$ cat src/rtl/core/ccr_pkg.sv
package ccr_pkg;

    localparam int unsigned ByteW  = 8;
    localparam int unsigned LenW   = 16;
    localparam int unsigned HdrCntW = 5;
    localparam int unsigned NdW    = 3;
    localparam int unsigned UserW  = 4;

    localparam logic [1:0] MODE_NONE = 2'd0;
    localparam logic [1:0] MODE_AVC  = 2'd1;
    localparam logic [1:0] MODE_HEVC = 2'd2;

    localparam logic [1:0] ST_OK        = 2'd0;
    localparam logic [1:0] ST_TRUNCATED = 2'd1;
    localparam logic [1:0] ST_UNSUPP    = 2'd2;

    localparam logic [HdrCntW-1:0] AVC_LEN_POS  = 5'd4;
    localparam logic [HdrCntW-1:0] AVC_SPS_POS  = 5'd5;
    localparam logic [HdrCntW-1:0] HEVC_LEN_POS = 5'd21;
    localparam logic [HdrCntW-1:0] HEVC_ARR_POS = 5'd22;

    localparam logic [ByteW-1:0] AVC_LEN_RSV = 8'hFC;
    localparam logic [ByteW-1:0] AVC_SPS_RSV = 8'hE0;
    localparam logic [ByteW-1:0] AVC_SPS_MSK = 8'h1F;

    typedef enum logic [2:0] {
        PH_HDR,
        PH_PPSCNT,
        PH_ARR_TYPE,
        PH_ARR_CNT_HI,
        PH_ARR_CNT_LO,
        PH_LEN_HI,
        PH_LEN_LO,
        PH_PAYLOAD
    } t_phase;

    // One accepted byte's worth of results: nd data bytes taken from len
    // (big-endian, bytes above bit 15 are zero), then an optional status.
    typedef struct packed {
        logic [NdW-1:0]  nd;
        logic [LenW-1:0] len;
        logic            st;
        logic [1:0]      code;
        logic            warn;
    } t_desc;

endpackage

$ cat src/rtl/core/ccr_parse.sv
module ccr_parse (
    input  logic                       i_clk,
    input  logic                       i_rst_n,
    input  logic                       i_cfg_wr_en,
    input  logic [1:0]                 i_cfg_wr_data,
    input  logic                       i_accept,
    input  logic [ccr_pkg::ByteW-1:0]  i_byte,
    input  logic                       i_last,
    output logic                       o_push,
    output ccr_pkg::t_desc             o_desc
);

    logic [1:0]                   r_mode;
    ccr_pkg::t_phase              r_phase, n_phase;
    logic [ccr_pkg::HdrCntW-1:0]  r_hdr, n_hdr;
    logic [1:0]                   r_psize, n_psize;
    logic [ccr_pkg::LenW-1:0]     r_units, n_units;
    logic [ccr_pkg::ByteW-1:0]    r_arrays, n_arrays;
    logic [ccr_pkg::LenW-1:0]     r_payload, n_payload;
    logic [ccr_pkg::ByteW-1:0]    r_lenhi, n_lenhi;
    logic                         r_pps, n_pps;
    logic                         r_done, n_done;
    logic                         r_warn, n_warn;

    logic                         supported;
    logic                         active;
    logic [ccr_pkg::LenW-1:0]     len_word;

    assign supported = (r_mode == ccr_pkg::MODE_AVC) || (r_mode == ccr_pkg::MODE_HEVC);
    assign active    = i_accept && supported && !r_done;
    assign len_word  = {r_lenhi, i_byte};

    // next parse state
    always_comb begin
        logic fin_unit;
        logic fin_arr;
        fin_unit  = 1'b0;
        fin_arr   = 1'b0;
        n_phase   = r_phase;
        n_hdr     = r_hdr;
        n_psize   = r_psize;
        n_units   = r_units;
        n_arrays  = r_arrays;
        n_payload = r_payload;
        n_lenhi   = r_lenhi;
        n_pps     = r_pps;
        n_done    = r_done;
        n_warn    = r_warn;
        if (active) begin
            unique case (r_phase)
                ccr_pkg::PH_HDR: begin
                    if (r_mode == ccr_pkg::MODE_AVC) begin
                        if (r_hdr == ccr_pkg::AVC_LEN_POS) begin
                            if ((i_byte & ccr_pkg::AVC_LEN_RSV) != ccr_pkg::AVC_LEN_RSV)
                                n_warn = 1'b1;
                            n_psize = i_byte[1:0];
                        end else if (r_hdr == ccr_pkg::AVC_SPS_POS) begin
                            if ((i_byte & ccr_pkg::AVC_SPS_RSV) != ccr_pkg::AVC_SPS_RSV)
                                n_warn = 1'b1;
                            n_units = {11'd0, i_byte[4:0]};
                            n_pps   = 1'b0;
                            n_phase = (i_byte[4:0] == 5'd0) ? ccr_pkg::PH_PPSCNT
                                                            : ccr_pkg::PH_LEN_HI;
                        end
                    end else begin
                        if (r_hdr == ccr_pkg::HEVC_LEN_POS) begin
                            n_psize = i_byte[1:0];
                        end else if (r_hdr == ccr_pkg::HEVC_ARR_POS) begin
                            n_arrays = i_byte;
                            if (i_byte == '0)
                                n_done = 1'b1;
                            else
                                n_phase = ccr_pkg::PH_ARR_TYPE;
                        end
                    end
                    n_hdr = r_hdr + 5'd1;
                end
                ccr_pkg::PH_PPSCNT: begin
                    n_units = {8'd0, i_byte};
                    n_pps   = 1'b1;
                    if (i_byte == '0)
                        n_done = 1'b1;
                    else
                        n_phase = ccr_pkg::PH_LEN_HI;
                end
                ccr_pkg::PH_ARR_TYPE: begin
                    n_phase = ccr_pkg::PH_ARR_CNT_HI;
                end
                ccr_pkg::PH_ARR_CNT_HI: begin
                    n_lenhi = i_byte;
                    n_phase = ccr_pkg::PH_ARR_CNT_LO;
                end
                ccr_pkg::PH_ARR_CNT_LO: begin
                    n_units = len_word;
                    if (len_word == '0)
                        fin_arr = 1'b1;
                    else
                        n_phase = ccr_pkg::PH_LEN_HI;
                end
                ccr_pkg::PH_LEN_HI: begin
                    n_lenhi = i_byte;
                    n_phase = ccr_pkg::PH_LEN_LO;
                end
                ccr_pkg::PH_LEN_LO: begin
                    n_payload = len_word;
                    if (len_word == '0)
                        fin_unit = 1'b1;
                    else
                        n_phase = ccr_pkg::PH_PAYLOAD;
                end
                ccr_pkg::PH_PAYLOAD: begin
                    n_payload = r_payload - 16'd1;
                    if (r_payload == 16'd1)
                        fin_unit = 1'b1;
                end
                default: begin
                    n_phase = r_phase;
                end
            endcase
            if (fin_unit) begin
                n_units = r_units - 16'd1;
                if (n_units != '0)
                    n_phase = ccr_pkg::PH_LEN_HI;
                else if (r_mode == ccr_pkg::MODE_AVC) begin
                    if (r_pps)
                        n_done = 1'b1;
                    else
                        n_phase = ccr_pkg::PH_PPSCNT;
                end else
                    fin_arr = 1'b1;
            end
            if (fin_arr) begin
                n_arrays = r_arrays - 8'd1;
                if (n_arrays == '0)
                    n_done = 1'b1;
                else
                    n_phase = ccr_pkg::PH_ARR_TYPE;
            end
        end
    end

    // results of this byte
    always_comb begin
        o_desc = '0;
        if (active && r_phase == ccr_pkg::PH_LEN_LO) begin
            o_desc.nd  = {1'b0, r_psize} + 3'd1;
            o_desc.len = len_word;
        end else if (active && r_phase == ccr_pkg::PH_PAYLOAD) begin
            o_desc.nd  = 3'd1;
            o_desc.len = {8'd0, i_byte};
        end
        if (i_accept && i_last) begin
            o_desc.st   = 1'b1;
            o_desc.code = !supported ? ccr_pkg::ST_UNSUPP
                        : (n_done ? ccr_pkg::ST_OK : ccr_pkg::ST_TRUNCATED);
            o_desc.warn = (r_mode == ccr_pkg::MODE_AVC) ? n_warn : 1'b0;
        end
        o_push = (o_desc.nd != '0) || o_desc.st;
    end

    always_ff @(posedge i_clk) begin
        if (!i_rst_n || i_cfg_wr_en || (i_accept && i_last)) begin
            r_phase   <= ccr_pkg::PH_HDR;
            r_hdr     <= '0;
            r_psize   <= '0;
            r_units   <= '0;
            r_arrays  <= '0;
            r_payload <= '0;
            r_lenhi   <= '0;
            r_pps     <= 1'b0;
            r_done    <= 1'b0;
            r_warn    <= 1'b0;
        end else begin
            r_phase   <= n_phase;
            r_hdr     <= n_hdr;
            r_psize   <= n_psize;
            r_units   <= n_units;
            r_arrays  <= n_arrays;
            r_payload <= n_payload;
            r_lenhi   <= n_lenhi;
            r_pps     <= n_pps;
            r_done    <= n_done;
            r_warn    <= n_warn;
        end
    end

    always_ff @(posedge i_clk) begin
        if (!i_rst_n)
            r_mode <= ccr_pkg::MODE_NONE;
        else if (i_cfg_wr_en)
            r_mode <= i_cfg_wr_data;
    end

    a_end_restarts: assert property (@(posedge i_clk) disable iff (!i_rst_n)
        (i_accept && i_last && !i_cfg_wr_en) |=> (r_phase == ccr_pkg::PH_HDR && !r_done
                                                  && r_hdr == '0))
        else $error("parse state not cleared after record end");

    a_done_no_data: assert property (@(posedge i_clk) disable iff (!i_rst_n)
        r_done |-> (o_desc.nd == '0))
        else $error("data emitted after complete parse");

    a_nd_range: assert property (@(posedge i_clk) disable iff (!i_rst_n)
        o_desc.nd <= 3'd4)
        else $error("too many bytes for one request");

endmodule

$ cat src/rtl/core/ccr_outq.sv
module ccr_outq (
    input  logic                        i_clk,
    input  logic                        i_rst_n,
    input  logic                        i_push,
    input  ccr_pkg::t_desc              i_desc,
    output logic                        o_ready,
    output logic                        o_valid,
    input  logic                        i_take,
    output logic [ccr_pkg::ByteW-1:0]   o_byte,
    output logic [ccr_pkg::UserW-1:0]   o_user,
    output logic                        o_last
);

    ccr_pkg::t_desc                r_q [2];
    logic                          r_wp;
    logic                          r_rp;
    logic [1:0]                    r_cnt;
    logic [ccr_pkg::NdW-1:0]       r_pos;

    ccr_pkg::t_desc                head;
    logic [ccr_pkg::NdW-1:0]       total;
    logic [ccr_pkg::NdW-1:0]       k;
    logic                          is_st;
    logic                          pop;
    logic                          wr;

    assign o_ready = (r_cnt != 2'd2);
    assign o_valid = (r_cnt != 2'd0);
    assign head    = r_q[r_rp];
    assign total   = head.nd + {2'b00, head.st};
    assign is_st   = (r_pos == head.nd);
    assign k       = head.nd - r_pos - 3'd1;
    assign o_last  = (r_pos == total - 3'd1);
    assign pop     = o_valid && i_take && o_last;
    assign wr      = i_push && o_ready;

    // prefix byte k counts down from the most significant; above 16 bits it is zero
    always_comb begin
        o_byte = '0;
        o_user = '0;
        if (is_st) begin
            o_user = {head.warn, head.code, 1'b1};
        end else begin
            case (k)
                3'd0:    o_byte = head.len[7:0];
                3'd1:    o_byte = head.len[15:8];
                default: o_byte = '0;
            endcase
        end
    end

    always_ff @(posedge i_clk) begin
        if (wr)
            r_q[r_wp] <= i_desc;
    end

    always_ff @(posedge i_clk) begin
        if (!i_rst_n) begin
            r_wp  <= 1'b0;
            r_rp  <= 1'b0;
            r_cnt <= '0;
            r_pos <= '0;
        end else begin
            if (wr)
                r_wp <= ~r_wp;
            if (pop) begin
                r_rp  <= ~r_rp;
                r_pos <= '0;
            end else if (o_valid && i_take) begin
                r_pos <= r_pos + 3'd1;
            end
            r_cnt <= r_cnt + {1'b0, wr} - {1'b0, pop};
        end
    end

    a_cnt_range: assert property (@(posedge i_clk) disable iff (!i_rst_n)
        r_cnt <= 2'd2)
        else $error("request queue overflow");

    a_head_nonempty: assert property (@(posedge i_clk) disable iff (!i_rst_n)
        o_valid |-> (total != '0 && r_pos < total))
        else $error("queued entry with no result or position past its end");

    a_pos_idle: assert property (@(posedge i_clk) disable iff (!i_rst_n)
        !o_valid |-> (r_pos == '0))
        else $error("position left over on empty queue");

endmodule

$ cat src/rtl/core/codec_config_record_to_length_prefixed.sv
// Channel    Dir  Handshake                    Contents
// s_axis     in   s_axis_tvalid/s_axis_tready  tdata: record_byte; tlast: record_end
// m_axis     out  m_axis_tvalid/m_axis_tready  tdata: out_byte; tuser: status; tlast: run end
// cfg        in   i_cfg_wr_en                  i_cfg_wr_data: codec_mode
//
// A record byte is parsed in the cycle it is accepted; its results go into a
// two-entry request queue, so one byte per cycle is taken while an entry is
// free; each byte yields at most one entry (a payload byte, a prefix or a status).
// A length field yields 1 to 4 prefix bytes and the record end one more
// status result; the output port then drains one result per cycle while
// m_axis_tready is high; s_axis_tready drops only when both queue entries are occupied.
// Reset is synchronous, active low; a codec_mode write also restarts the parse.
module codec_config_record_to_length_prefixed (
    input  logic                        i_clk,
    input  logic                        i_rst_n,
    input  logic                        i_cfg_wr_en,
    input  logic [1:0]                  i_cfg_wr_data,
    input  logic                        s_axis_tvalid,
    output logic                        s_axis_tready,
    input  logic [ccr_pkg::ByteW-1:0]   s_axis_tdata,   // [7:0] record_byte
    input  logic                        s_axis_tlast,
    output logic                        m_axis_tvalid,
    input  logic                        m_axis_tready,
    output logic [ccr_pkg::ByteW-1:0]   m_axis_tdata,   // [7:0] out_byte
    output logic [ccr_pkg::UserW-1:0]   m_axis_tuser,   // [0] is_status, [2:1] status_code,
                                                        // [3] reserved_warning
    output logic                        m_axis_tlast
);

    logic            accept;
    logic            push;
    ccr_pkg::t_desc  desc;

    assign accept = s_axis_tvalid && s_axis_tready;

    ccr_parse u_parse (
        .i_clk         (i_clk),
        .i_rst_n       (i_rst_n),
        .i_cfg_wr_en   (i_cfg_wr_en),
        .i_cfg_wr_data (i_cfg_wr_data),
        .i_accept      (accept),
        .i_byte        (s_axis_tdata),
        .i_last        (s_axis_tlast),
        .o_push        (push),
        .o_desc        (desc)
    );

    ccr_outq u_outq (
        .i_clk   (i_clk),
        .i_rst_n (i_rst_n),
        .i_push  (push),
        .i_desc  (desc),
        .o_ready (s_axis_tready),
        .o_valid (m_axis_tvalid),
        .i_take  (m_axis_tready),
        .o_byte  (m_axis_tdata),
        .o_user  (m_axis_tuser),
        .o_last  (m_axis_tlast)
    );

endmodule

$ cat config.mk
export PLATFORM = sky130hd
export DESIGN_NAME = codec_config_record_to_length_prefixed
export DESIGN_NICKNAME = d
export VERILOG_FILES = /design/src/rtl/core/ccr_pkg.sv /design/src/rtl/core/ccr_parse.sv /design/src/rtl/core/ccr_outq.sv /design/src/rtl/core/codec_config_record_to_length_prefixed.sv
export SDC_FILE = /design/constraint.sdc
export NUM_CORES = 1
export LEC_CHECK = 0
export ABC_AREA = 1
export BUFFER_PORTS_ARGS = -buffer_cell sky130_fd_sc_hd__buf_4
export CAP_MARGIN = 25
export CORE_MARGIN = 10
export CORE_UTILIZATION = 45
export DETAILED_ROUTE_END_ITERATION = 8
export HOLD_SLACK_MARGIN = 0.08
export PLACE_DENSITY = 0.62
export SLEW_MARGIN = 10
export SYNTH_ARGS = -nofsm -noshare
export SYNTH_HDL_FRONTEND = slang
export SYNTH_SLANG_ARGS = --single-unit
export TNS_END_PERCENT = 100
$ cat constraint.sdc
create_clock -name i_clk -period 3 [get_ports i_clk]
set_clock_uncertainty 0.15 [all_clocks]
set_input_delay 0.6 -clock i_clk [delete_from_list [all_inputs] [get_ports i_clk]]
set_output_delay 0.6 -clock i_clk [all_outputs]
set_load 0.01 [all_outputs]
==> run summary, run 1 <==
Outcome -> complete, but fails checks
Failing checks -> setup timing
Root Driver -> clkbuf_16
Routed Antenna Nets -> 0
Initial antenna violation count -> 0
M2 GR Usage -> 27.6%
Count of final setup violators -> 13
Worst-path clk slew -> 50 ps
Crit end category -> output pin
Power per cell area -> 511 nW/um^2
Pin count of the biggest net entering global routing -> 29
Maximum buffer depth of the clock tree -> 2
FF/Latch Area -> 2800 um^2
Hold EP -> u_parse.r_mode[0]$_SDFFE_PN0P_
Placed Cells -> 1,132
Worst-margin pin slew -> 525 ps
Synthesis-to-layout area growth -> 20.2%
FFs w/ async S/R, synth -> 0%
DRC -> 0
Area of the core -> 14,500 um^2
Initial Util -> 45.8%
Hold Vio Cnt, Final -> 0
Top-area cell type share of the netlist area -> 21.4%
CP arrival -> 2590 ps
Via density -> 5.01
Placed cell areas -> 7280 um^2
Share of cells above drive strength 1 -> 16.8%
Synth Register Bits -> 117
Total Wirelength -> 16,500 um
Footprint of the multi-input gates -> 3370 um^2
Crit Path Max Fanout -> 8
# IOs -> 31
Syn_area_per_cell -> 7.29 um^2
RR Endpoint -> u_outq.r_cnt[1]$_SDFF_PN0_
Hold Crit Class -> primary input to flip-flop
Worst reg-to-reg setup slack -> 70 ps
Post-synth top area cell -> dfxtp_1
Non-filler cells, final -> 1,172
ANT cells -> 0
Highest Clock Rate -> 0.299 GHz
Hold_buf cts -> 0
Fill count -> 1,371
Mean routed wirelength per cell -> 14.1 um
Synthesized area -> 6650 um^2
Relative slew slack -> 64.9%
Clk sinks -> 117
Met3 Usage GRT -> 3.50%
Maximum VDD drop -> 272 uV
Ys flop type -> dfxtp_1
Total gr overflow -> 0
FP Rows -> 44
Hold path depth -> 3
Post-route cell area -> 7990 um^2
Final setup margin -> -339 ps
Syn Nets -> 948
Count leader, synth -> nand2_1
TritonRoute pass-1 iters -> 5
Via Count -> 5,871
Period utilisation layout -> 111%
Gpl congestion -> 0.918
WS Path Type -> flip-flop to output pin
First-pass GRT wire length -> 27,500 um
Top cells by instance count after synthesis -> nand2_1 (231), nor2_1 (119), inv_1 (106)
Dpl ws -> -5.95 ps
Number of max-cap violations -> 0
I/O Buffers -> 30
Cells on worst reg2reg path -> 18
Synth warnings -> 0
GRT Max-Usage Layer -> met2
Post-layout min period -> 3340 ps
Vias in the first global route -> 5,525
Required @ worst endpoint -> 2250 ps
Startpoint types -> flip-flop
CTS H-tree depth -> 4
Lkg Pwr -> 3.46 nW
DR iter-0 viols -> 405
RSZ-0062 raised after global routing -> yes
Post-synth EDFFs -> 46
Seq/Total Area, Yosys -> 42.1%
Met1 Usage GRT -> 21.2%
GR Util All Layers -> 16.8%
Max-slew violation count -> 0
Chip height -> 142 um
Total CTS buffers -> 17
HP Start -> i_cfg_wr_data[0]
HPWL after DPL -> 12,600 um
Die Wd -> 142 um
Worst skew pair latency -> 420 ps
Synth Instances -> 912
Hold slack -> 265 ps
Ranking of synthesized cells by area -> dfxtp_1 (21%), edfxtp_1 (21%), nand2_1 (13%)
Post-layout nets -> 1,011
CTS tree -> built
Yosys cell types -> 44
Full die area -> 20,000 um^2
## critical path: stages (launching register included)
cell and delay [ps]:
dfxtp_2 330, inv_2 40, or2_4 250, o21ai_4 60, inv_1 50, ha_2 170
fa_2 330, xnor2_1 130, or2_4 270, nor2_4 110, buf_12 140, nand2_2 60
a21oi_2 120, buf_4 130
## logic make-up (layout without fill, tap and decap cells)
group           after synthesis  in the layout  share of synthesized area (%)
buf+inv                     140            216                           8.58
simple gates                450            450                           29.2
mux                           1              1                          0.150
compound gates              166            166                           13.7
fa+ha+maj                    20             20                           3.88
xor+xnor                     18             18                           2.37
flops                       117            117                           42.1
## report_power, final
group | leakage (nW) | switching [W] | total [W] | internal (W)
registers | 1.01 | 0.0000126 | 0.00169 | 0.00168
clock network | 0.289 | 0.000719 | 0.00204 | 0.00132
logic | 2.16 | 0.000203 | 0.000355 | 0.000152
total | 3.46 | 0.000935 | 0.00408 | 0.00315
## cell usage in the layout (no fill, tap or decap), types with 2 or more instances in the layout
| cell type | n |
|---|---|
| nor2_2 | 9 |
| buf_12 | 4 |
| nor4_1 | 2 |
| o211ai_1 | 5 |
| nand2_1 | 223 |
| nand3_2 | 2 |
| or2_4 | 2 |
| inv_2 | 9 |
| a21oi_1 | 55 |
| a22oi_1 | 6 |
| nor2_1 | 117 |
| ha_1 | 18 |
| dfxtp_1 | 70 |
| or2_2 | 4 |
| nand4_1 | 8 |
| nand3b_1 | 5 |
| nor2_4 | 6 |
| edfxtp_1 | 46 |
| nor3_1 | 18 |
| nand2_4 | 2 |
| xor2_1 | 12 |
| nand3_1 | 33 |
| clkinvlp_4 | 4 |
| nand2_2 | 15 |
| a211oi_1 | 9 |
| bufinv_16 | 3 |
| clkbuf_16 | 17 |
| clkinv_2 | 5 |
| a21oi_2 | 11 |
| xnor2_1 | 6 |
| inv_1 | 106 |
| o21ai_0 | 52 |
| o21ai_1 | 11 |
| clkinv_1 | 2 |
| o22ai_1 | 6 |
| buf_4 | 62 |
| a31oi_1 | 6 |
## area by class of cell
type                    instances  share of cell area [%]
multi-input cells             655                    42.1
flip-flops and latches        117                    35.1
repair buffers                 66                    6.83
inverters                     117                    5.53
clock buffers                  18                    5.49
well taps                     184                    2.88
clock inverters                14                    1.99
repair inverters                1                  0.0939
## repair_timing
action,CTS,global route
cloned,0,1
pin swaps,24,1
resized for setup,7,9
setup endpoints to repair,9,14
buffers inserted,3,4
## state kept, by name, indices dropped and copies added, names as in the netlist, named ones only
signal,count
u_parse.r_arrays,8
u_outq.r_cnt,2
u_parse.r_psize,2
u_parse.r_phase,3
u_parse.r_lenhi,8
u_outq.r_wp,1
u_parse.r_mode,2
u_outq.r_pos,3
u_outq.r_rp,1
u_parse.r_payload,16
u_parse.r_done,1
u_parse.r_pps,1
u_parse.r_units,16
u_parse.r_hdr,5
u_outq.r_q,46
u_parse.r_warn,1
## through the flow
step	util (%)	TNS [ps]	power [W]
floorplan	-	0	0.00192
global placement	50.1	0	0.00205
detailed placement	50.1	-10.9	0.00206
CTS	54.5	-2870	0.00410
global route	55.0	-5100	0.00423
finish	55.0	-3250	0.00408
## per-layer routing
layer / vias to the layer above / wire, um
met5: - / 0
met4: 0 / 278
met3: 23 / 703
met2: 106 / 7840
met1: 2633 / 7710
li1: 3109 / -
## how the worst max path moves through the flow
stage	start	end	cells past startpoint
final	flip-flop	m_axis_tdata[7]	13
after global routing	flip-flop	m_axis_tdata[7]	11
after CTS	flip-flop	m_axis_tdata[7]	12
after detailed placement	u_outq.r_q[1][20]$_DFFE_PP_	m_axis_tdata[7]	11
after global placement	u_outq.r_q[1][20]$_DFFE_PP_	m_axis_tdata[0]	11
after floorplan	flip-flop	m_axis_tdata[0]	12
Power figures use the tool's default switching activity.
==> run 2: changes to the inputs <==
--- a/config.mk
+++ b/config.mk
@@ -13,8 +13,8 @@
 export DETAILED_ROUTE_END_ITERATION = 8
 export HOLD_SLACK_MARGIN = 0.08
 export PLACE_DENSITY = 0.62
-export SLEW_MARGIN = 10
 export SYNTH_ARGS = -nofsm -noshare
 export SYNTH_HDL_FRONTEND = slang
+export SYNTH_HIERARCHICAL = 1
 export SYNTH_SLANG_ARGS = --single-unit
 export TNS_END_PERCENT = 100
==> run summary, run 2 <==
DR iter-0 viols -> 470 (+16%)
Crit end category -> output pin
Synthesized area -> 6660 um^2 (+0.11%)
RSZ-0062 raised after global routing -> yes
Period utilisation layout -> 106% (-5.6 points)
FFs w/ async S/R, synth -> 0% (unchanged)
HPWL after DPL -> 12,300 um (-1.9%)
Total CTS buffers -> 17 (unchanged)
FF/Latch Area -> 2810 um^2 (about the same)
Yosys cell types -> 46 (+4.5%)
GR Util All Layers -> 17.3% (+0.51 points)
Top reg by flops -> u_outq/r_q
Top-area cell type share of the netlist area -> 21.3% (-0.024 points)
Count leader, synth -> nand2_1
Crit Path Max Fanout -> 8 (unchanged)
Switch share -> 22.6% (-0.29 points)
Number of max-cap violations -> 0 (unchanged)
Hold Vio Cnt, Final -> 0 (unchanged)
Max-slew violation count -> 0 (unchanged)
Placed Cells -> 1,134 (+0.18%)
Top Registers -> u_outq/r_q (46), u_parse/r_payload (16), u_parse/r_units (16)
Full die area -> 20,100 um^2 (about the same)
Syn_area_per_cell -> 7.29 um^2 (about the same)
Ys flop type -> dfxtp_1
Commonest non-fill, non-tap cells in the layout -> nand2_1 (213), inv_1 (118), nor2_1 (102), a21oi_1 (72), o21ai_0 (71)
Util after Layout -> 55.9% (+0.87 points)
Max reg flops -> 46 (unchanged)
Initial Util -> 45.8% (+0.052 points)
Commonest non-fill, non-tap cell in the layout -> nand2_1
CTS H-tree depth -> 4 (unchanged)
Hold Crit Class -> primary input to flip-flop
Final setup margin -> -172 ps (+168 ps)
TNS Setup -> -1220 ps (+2030 ps)
Clk sinks -> 117 (unchanged)
First-pass GRT wire length -> 28,200 um (+2.6%)
ANT cells -> 0 (unchanged)
Total gr overflow -> 0 (unchanged)
Mean routed wirelength per cell -> 14.7 um (+4.4%)
P_int -> 0.00339 W (+7.7%)
Seq pwr share -> 38.8% (-2.6 points)
Gate power share -> 8.2% (-0.5 points)
Via density -> 5.15 (+2.7%)
Seq/Total Area, Yosys -> 42.1% (-0.048 points)
Ranking of synthesized cells by area -> dfxtp_1 (21%), edfxtp_1 (21%), nand2_1 (12%)
Required @ worst endpoint -> 2250 ps (about the same)
Startpoint types -> flip-flop
Footprint of the multi-input gates -> 3360 um^2 (-0.30%)
Vias in the first global route -> 5,668 (+2.6%)
Synth Instances -> 913 (+0.11%)
Lkg Pwr -> 3.63 nW (+4.8%)
Syn Nets -> 949 (+0.11%)
Maximum VDD drop -> 344 uV (+27%)
Maximum buffer depth of the clock tree -> 2 (unchanged)
Hold_buf cts -> 0 (unchanged)
Power per cell area -> 540 nW/um^2 (+5.6%)
P_sw -> 0.000990 W (+5.9%)
Failing checks -> setup timing
DRC -> 0 (unchanged)
Synthesis-to-layout area growth -> 21.9%
Initial antenna violation count -> 0 (unchanged)
Post-synth EDFFs -> 46 (unchanged)
Worst-margin pin slew -> 570 ps (+44.5 ps)
Non-filler cells, final -> 1,172 (unchanged)
Post-synth top area cell -> dfxtp_1
Die Wd -> 142 um (about the same)
Clock power share -> 53.0% (+3.1 points)
Via Count -> 6,030 (+2.7%)
Post-layout min period -> 3170 ps (-168 ps)
# IOs -> 31 (unchanged)
Fill count -> 1,344 (-2.0%)
FP Rows -> 44 (unchanged)
Worst skew pair latency -> 410 ps (about the same)
I/O Buffers -> 30 (unchanged)
CTS tree -> built
Top cells by instance count after synthesis -> nand2_1 (213), inv_1 (118), nor2_1 (106)
Total Wirelength -> 17,300 um (+4.4%)
Chip height -> 142 um (about the same)
TritonRoute pass-1 iters -> 5 (unchanged)
Highest Clock Rate -> 0.315 GHz (+5.3%)
Area of the core -> 14,500 um^2 (unchanged)
Outcome -> complete, but fails checks
Worst-path clk slew -> 50 ps (about the same)
Share of cells above drive strength 1 -> 16.6% (-0.20 points)
Relative slew slack -> 62.0% (-3.0 points)
Pin count of the biggest net entering global routing -> 48 (+66%)
Count of final setup violators -> 9 (-4)
Synth warnings -> 6 (+6)
CP arrival -> 2420 ps (-170 ps)
Synth Register Bits -> 117 (unchanged)
Post-layout nets -> 1,011 (unchanged)
Routed Antenna Nets -> 0 (unchanged)
Root Driver -> clkbuf_16
WS Path Type -> flip-flop to output pin
Gpl congestion -> 0.901 (-1.8%)
## run 2: cell count changes in the layout (fill, tap and decap cells not counted), moves of 10 or more
cell / before / now
nand2_2: 15 / 4
nand3_2: 2 / 16
a21oi_1: 55 / 72
nor2_1: 117 / 102
inv_1: 106 / 118
nand2_1: 223 / 213
o21ai_0: 52 / 71
## run 2: cell families (layout without fill, tap and decap cells)
family / after synthesis / count (layout) / share of synthesized area (%)
XOR/XNOR: 14 / 14 / 1.84
AND/OR/NAND/NOR: 426 / 427 / 28.1
multiplexers: 1 / 1 / 0.150
adder cells (fa/ha/maj): 20 / 20 / 3.87
buffers and inverters: 154 / 228 / 9.47
AO/OA/AOI/OAI: 181 / 181 / 14.5
flip-flops: 117 / 117 / 42.1
## run 2: routing by layer
| layer | share of wire [%] | GRT usage (%) | vias up | wire (um) |
|---|---|---|---|---|
| li1 | - | - | 3126 | - |
| met1 | 47 | 22.1 | 2761 | 8080 |
| met2 | 48 | 28.1 | 120 | 8260 |
| met3 | 3.7 | 3.60 | 23 | 638 |
| met4 | 1.7 | 6.56 | 0 | 294 |
| met5 | 0 | 0 | - | 0 |
## run 2: critical path, stage by stage (launching register included)
cell and delay [ps]:
dfxtp_4 370, inv_6 30, or2_4 220, o21ai_2 60
inv_1 60, ha_2 170, fa_2 350, nand3b_4 220
nand2_4 140, nand3_1 120, a21oi_2 140, buf_4 130
## run 2: worst paths after layout
check                                      start                              to  slack, ps  cells after the start
setup / recovery                       flip-flop                 m_axis_tdata[3]       -170                     11
hold / removal                  i_cfg_wr_data[0]  u_parse/r_mode[0]$_SDFFE_PN0P_        280                      3
setup reg to reg                       flip-flop      u_outq/r_cnt[1]$_SDFF_PN0_        210                     15
hold reg to reg   u_parse/r_mode[1]$_SDFFE_PN0P_  u_parse/r_mode[1]$_SDFFE_PN0P_        310                      2
## run 2: power by group through the flow
stage	Clock [W]	Combinational [W]	Sequential, W
after floorplan	0	0.000185	0.00173
after global placement	0	0.000316	0.00173
after detailed placement	0	0.000317	0.00173
after CTS	0.00236	0.000342	0.00170
after global routing	0.00243	0.000400	0.00170
final	0.00232	0.000361	0.00170
## run 2: through the flow
step                      hold WS, ps  cell area (um^2)  setup slack [ps]  total power [W]
final                             280              8120              -172          0.00438
after global placement            300              7260              49.1          0.00205
after detailed placement          306              7260              26.7          0.00205
after global routing              276              8120              -276          0.00453
after CTS                         268              8060              -167          0.00440
after floorplan                   283              6660              -134          0.00191
## run 2: what timing repair did
action | CTS | global route
cloned | 1 | 1
setup buffers | 1 | 3
pin swaps | 20 | 6
resized for setup | 26 | 8
setup endpoints to repair | 9 | 14
## run 2: layout make-up
cell class / count / share of cell area [%]
flip-flops and latches: 117 / 34.6
well taps: 184 / 2.84
repair buffers: 67 / 6.84
inverters: 128 / 6.01
clock inverters: 15 / 3.08
multi-input cells: 643 / 41.3
clock buffers: 17 / 5.24
repair inverters: 1 / 0.0925
==> run 3: changes to the inputs <==
--- a/config.mk
+++ b/config.mk
@@ -5,7 +5,6 @@
 export SDC_FILE = /design/constraint.sdc
 export NUM_CORES = 1
 export LEC_CHECK = 0
-export ABC_AREA = 1
 export BUFFER_PORTS_ARGS = -buffer_cell sky130_fd_sc_hd__buf_4
 export CAP_MARGIN = 25
 export CORE_MARGIN = 10
==> run summary, run 3 <==
Ys flop type -> dfxtp_1
Via Count -> 5,899 (-2.2%)
Lkg Pwr -> 3.31 nW (-8.6%)
Crit end category -> output pin
DR iter-0 viols -> 484 (+3.0%)
# IOs -> 31 (unchanged)
Power per cell area -> 492 nW/um^2 (-8.9%)
WS Path Type -> flip-flop to output pin
Startpoint types -> flip-flop
Commonest non-fill, non-tap cell in the layout -> buf_4
Initial Util -> 45.9% (+0.086 points)
Chip height -> 142 um (about the same)
Root Driver -> clkbuf_16
Hold Vio Cnt, Final -> 0 (unchanged)
Share of cells above drive strength 1 -> 25.2% (+8.6 points)
GR Util All Layers -> 18.6% (+1.3 points)
Number of max-cap violations -> 0 (unchanged)
Post-layout min period -> 3290 ps (+120 ps)
ANT cells -> 0 (unchanged)
Final setup margin -> -291 ps (-120 ps)
Post-layout nets -> 845 (-16%)
Clk sinks -> 117 (unchanged)
Top-area cell type share of the netlist area -> 21.3% (-0.040 points)
Relative slew slack -> 56.5% (-5.5 points)
HP Start -> i_cfg_wr_data[0]
Total gr overflow -> 0 (unchanged)
DRC -> 0 (unchanged)
Synthesis-to-layout area growth -> 25.2%
CTS H-tree depth -> 4 (unchanged)
Total CTS buffers -> 17 (unchanged)
Failing checks -> setup timing
TritonRoute pass-1 iters -> 7 (+2)
Worst skew pair latency -> 420 ps (about the same)
Full die area -> 20,100 um^2 (+0.16%)
FFs w/ async S/R, synth -> 0% (unchanged)
Max reg flops -> 46 (unchanged)
Die Wd -> 142 um (about the same)
Highest Clock Rate -> 0.304 GHz (-3.6%)
Crit Path Max Fanout -> 8 (unchanged)
Maximum VDD drop -> 336 uV (-2.5%)
Count of final setup violators -> 10 (+1)
Pin count of the biggest net entering global routing -> 34 (-29%)
Hold EP -> u_parse/r_mode[0]$_SDFFE_PN0P_
Via density -> 5.86 (+14%)
Reg-to-Reg Start -> u_parse/r_units[1]$_SDFFE_PP0P_
CTS tree -> built
Post-synth top area cell -> dfxtp_1
Yosys cell types -> 77 (+67%)
Non-filler cells, final -> 1,006 (-14%)
Count leader, synth -> nor2_1
FP Rows -> 44 (unchanged)
Dpl ws -> -136 ps (-163 ps)
Top cells by instance count after synthesis -> nor2_1 (85), dfxtp_1 (71), nand2_1 (57)
Hold_buf cts -> 0 (unchanged)
Total Wirelength -> 18,600 um (+7.6%)
Synth Register Bits -> 117 (unchanged)
Outcome -> complete, but fails checks
Period utilisation layout -> 110% (+4.0 points)
Ranking of synthesized cells by area -> dfxtp_1 (21%), edfxtp_1 (21%), nor2_1 (4.8%)
Top Registers -> u_outq/r_q (46), u_parse/r_payload (16), u_parse/r_units (16)
RR Endpoint -> u_parse/r_arrays[4]$_SDFFE_PP0P_
Maximum buffer depth of the clock tree -> 2 (unchanged)
Cells on worst reg2reg path -> 7 (-8)
Area of the core -> 14,500 um^2 (unchanged)
Synthesized area -> 6670 um^2 (+0.19%)
Commonest non-fill, non-tap cells in the layout -> buf_4 (100), nor2_1 (84), dfxtp_1 (68), nand2_1 (56), o21ai_0 (49)
Vias in the first global route -> 5,792 (+2.2%)
Mean routed wirelength per cell -> 18.5 um (+25%)
Worst-path clk slew -> 60 ps (about the same)
Seq/Total Area, Yosys -> 42.0% (-0.079 points)
Syn_area_per_cell -> 9.23 um^2 (+27%)
Hold path depth -> 3 (unchanged)
Initial antenna violation count -> 0 (unchanged)
CP arrival -> 2540 ps (+120 ps)
Post-synth EDFFs -> 46 (unchanged)
Placed Cells -> 967 (-15%)
Worst reg-to-reg setup slack -> -40 ps (-250 ps)
I/O Buffers -> 30 (unchanged)
Max-slew violation count -> 0 (unchanged)
Syn Nets -> 759 (-20%)
Post-route cell area -> 8360 um^2 (+2.9%)
First-pass GRT wire length -> 30,000 um (+6.6%)
Worst-margin pin slew -> 647 ps (+77.0 ps)
Gpl congestion -> 0.913 (+1.3%)
Top reg by flops -> u_outq/r_q
Hold Crit Class -> primary input to flip-flop
Synth warnings -> 6 (unchanged)
Synth Instances -> 723 (-21%)
Required @ worst endpoint -> 2250 ps (about the same)
RSZ-0062 raised after global routing -> yes
HPWL after DPL -> 13,300 um (+8.3%)
Placed cell areas -> 7570 um^2 (+4.2%)
Routed Antenna Nets -> 0 (unchanged)
==> run 3: worst max path at each step <==
stage / slack [ps] / start / cells past startpoint / end
after CTS: -350 / flip-flop / 9 / m_axis_tdata[2]
after global routing: -390 / flip-flop / 9 / m_axis_tdata[6]
after detailed placement: -140 / s_axis_tdata[1] / 8 / u_parse/r_arrays[5]$_SDFFE_PP0P_
final: -290 / flip-flop / 9 / m_axis_tdata[2]
after global placement: -40 / s_axis_tvalid / 8 / u_outq/r_q[0][10]$_DFFE_PP_
after floorplan: 10 / s_axis_tdata[1] / 8 / u_parse/r_arrays[2]$_SDFFE_PP0P_
==> run 3: report_power, final <==
part / internal, W / switching, W
registers: 0.00168 / 0.0000145
logic: 0.000207 / 0.000221
clock network: 0.00122 / 0.000761
total: 0.00311 / 0.000996
==> run 3: logic make-up (layout without fill, tap and decap cells) <==
group / count (synthesis) / in the layout / synth area share [%]
compound gates: 157 / 157 / 15.2
xor+xnor: 20 / 20 / 2.85
fa+ha+maj: 20 / 20 / 3.86
buf+inv: 67 / 166 / 5.14
flops: 117 / 117 / 42.0
mux: 34 / 34 / 6.73
simple gates: 308 / 308 / 24.2
==> run 3: timing repair <==
item	in CTS	in global routing
resized for setup	17	14
setup endpoints to repair	13	19
pin swaps	9	6
setup buffers	5	2
==> run 3: stage by stage <==
| stage | TNS [ps] | total power [W] | util [%] | hold WS, ps |
|---|---|---|---|---|
| 2_1_floorplan | 0 | 0.00197 | - | 292 |
| 3_3_place_gp | -1030 | 0.00211 | 52.0 | 307 |
| 3_5_place_dp | -1020 | 0.00213 | 52.1 | 315 |
| 4_1_cts | -2830 | 0.00415 | 56.8 | 278 |
| 5_1_grt | -3630 | 0.00426 | 57.5 | 303 |
| 6_report | -2420 | 0.00411 | 57.5 | 295 |
==> run 3: area by class of cell <==
| type | instances | area [um^2] |
|---|---|---|
| Sequential cell | 117 | 2810 |
| Tap cell | 184 | 230 |
| Timing Repair Buffer | 114 | 930 |
| Inverter | 20 | 75.1 |
| Fill cell | 1267 | 6180 |
| Clock buffer | 17 | 425 |
| Multi-Input combinational cell | 539 | 3730 |
| Clock inverter | 15 | 154 |
==> run 3: critical path, stage by stage, from the launching register on <==
cell,delay [ps]
dfxtp_4,370
mux2i_2,230
inv_1,70
ha_2,180
fa_2,330
xor3_1,210
a311o_2,350
buf_12,160
nor2b_4,110
buf_6,100
==> run 3: metal layers <==
layer | part of all wire (%) | vias to the layer above | global-route usage, %
met4 | 1.8 | 0 | 6.94
met3 | 5.8 | 27 | 4.74
met5 | 0 | - | 0
li1 | - | 2833 | -
met2 | 49 | 182 | 30.2
met1 | 43 | 2857 | 23.1
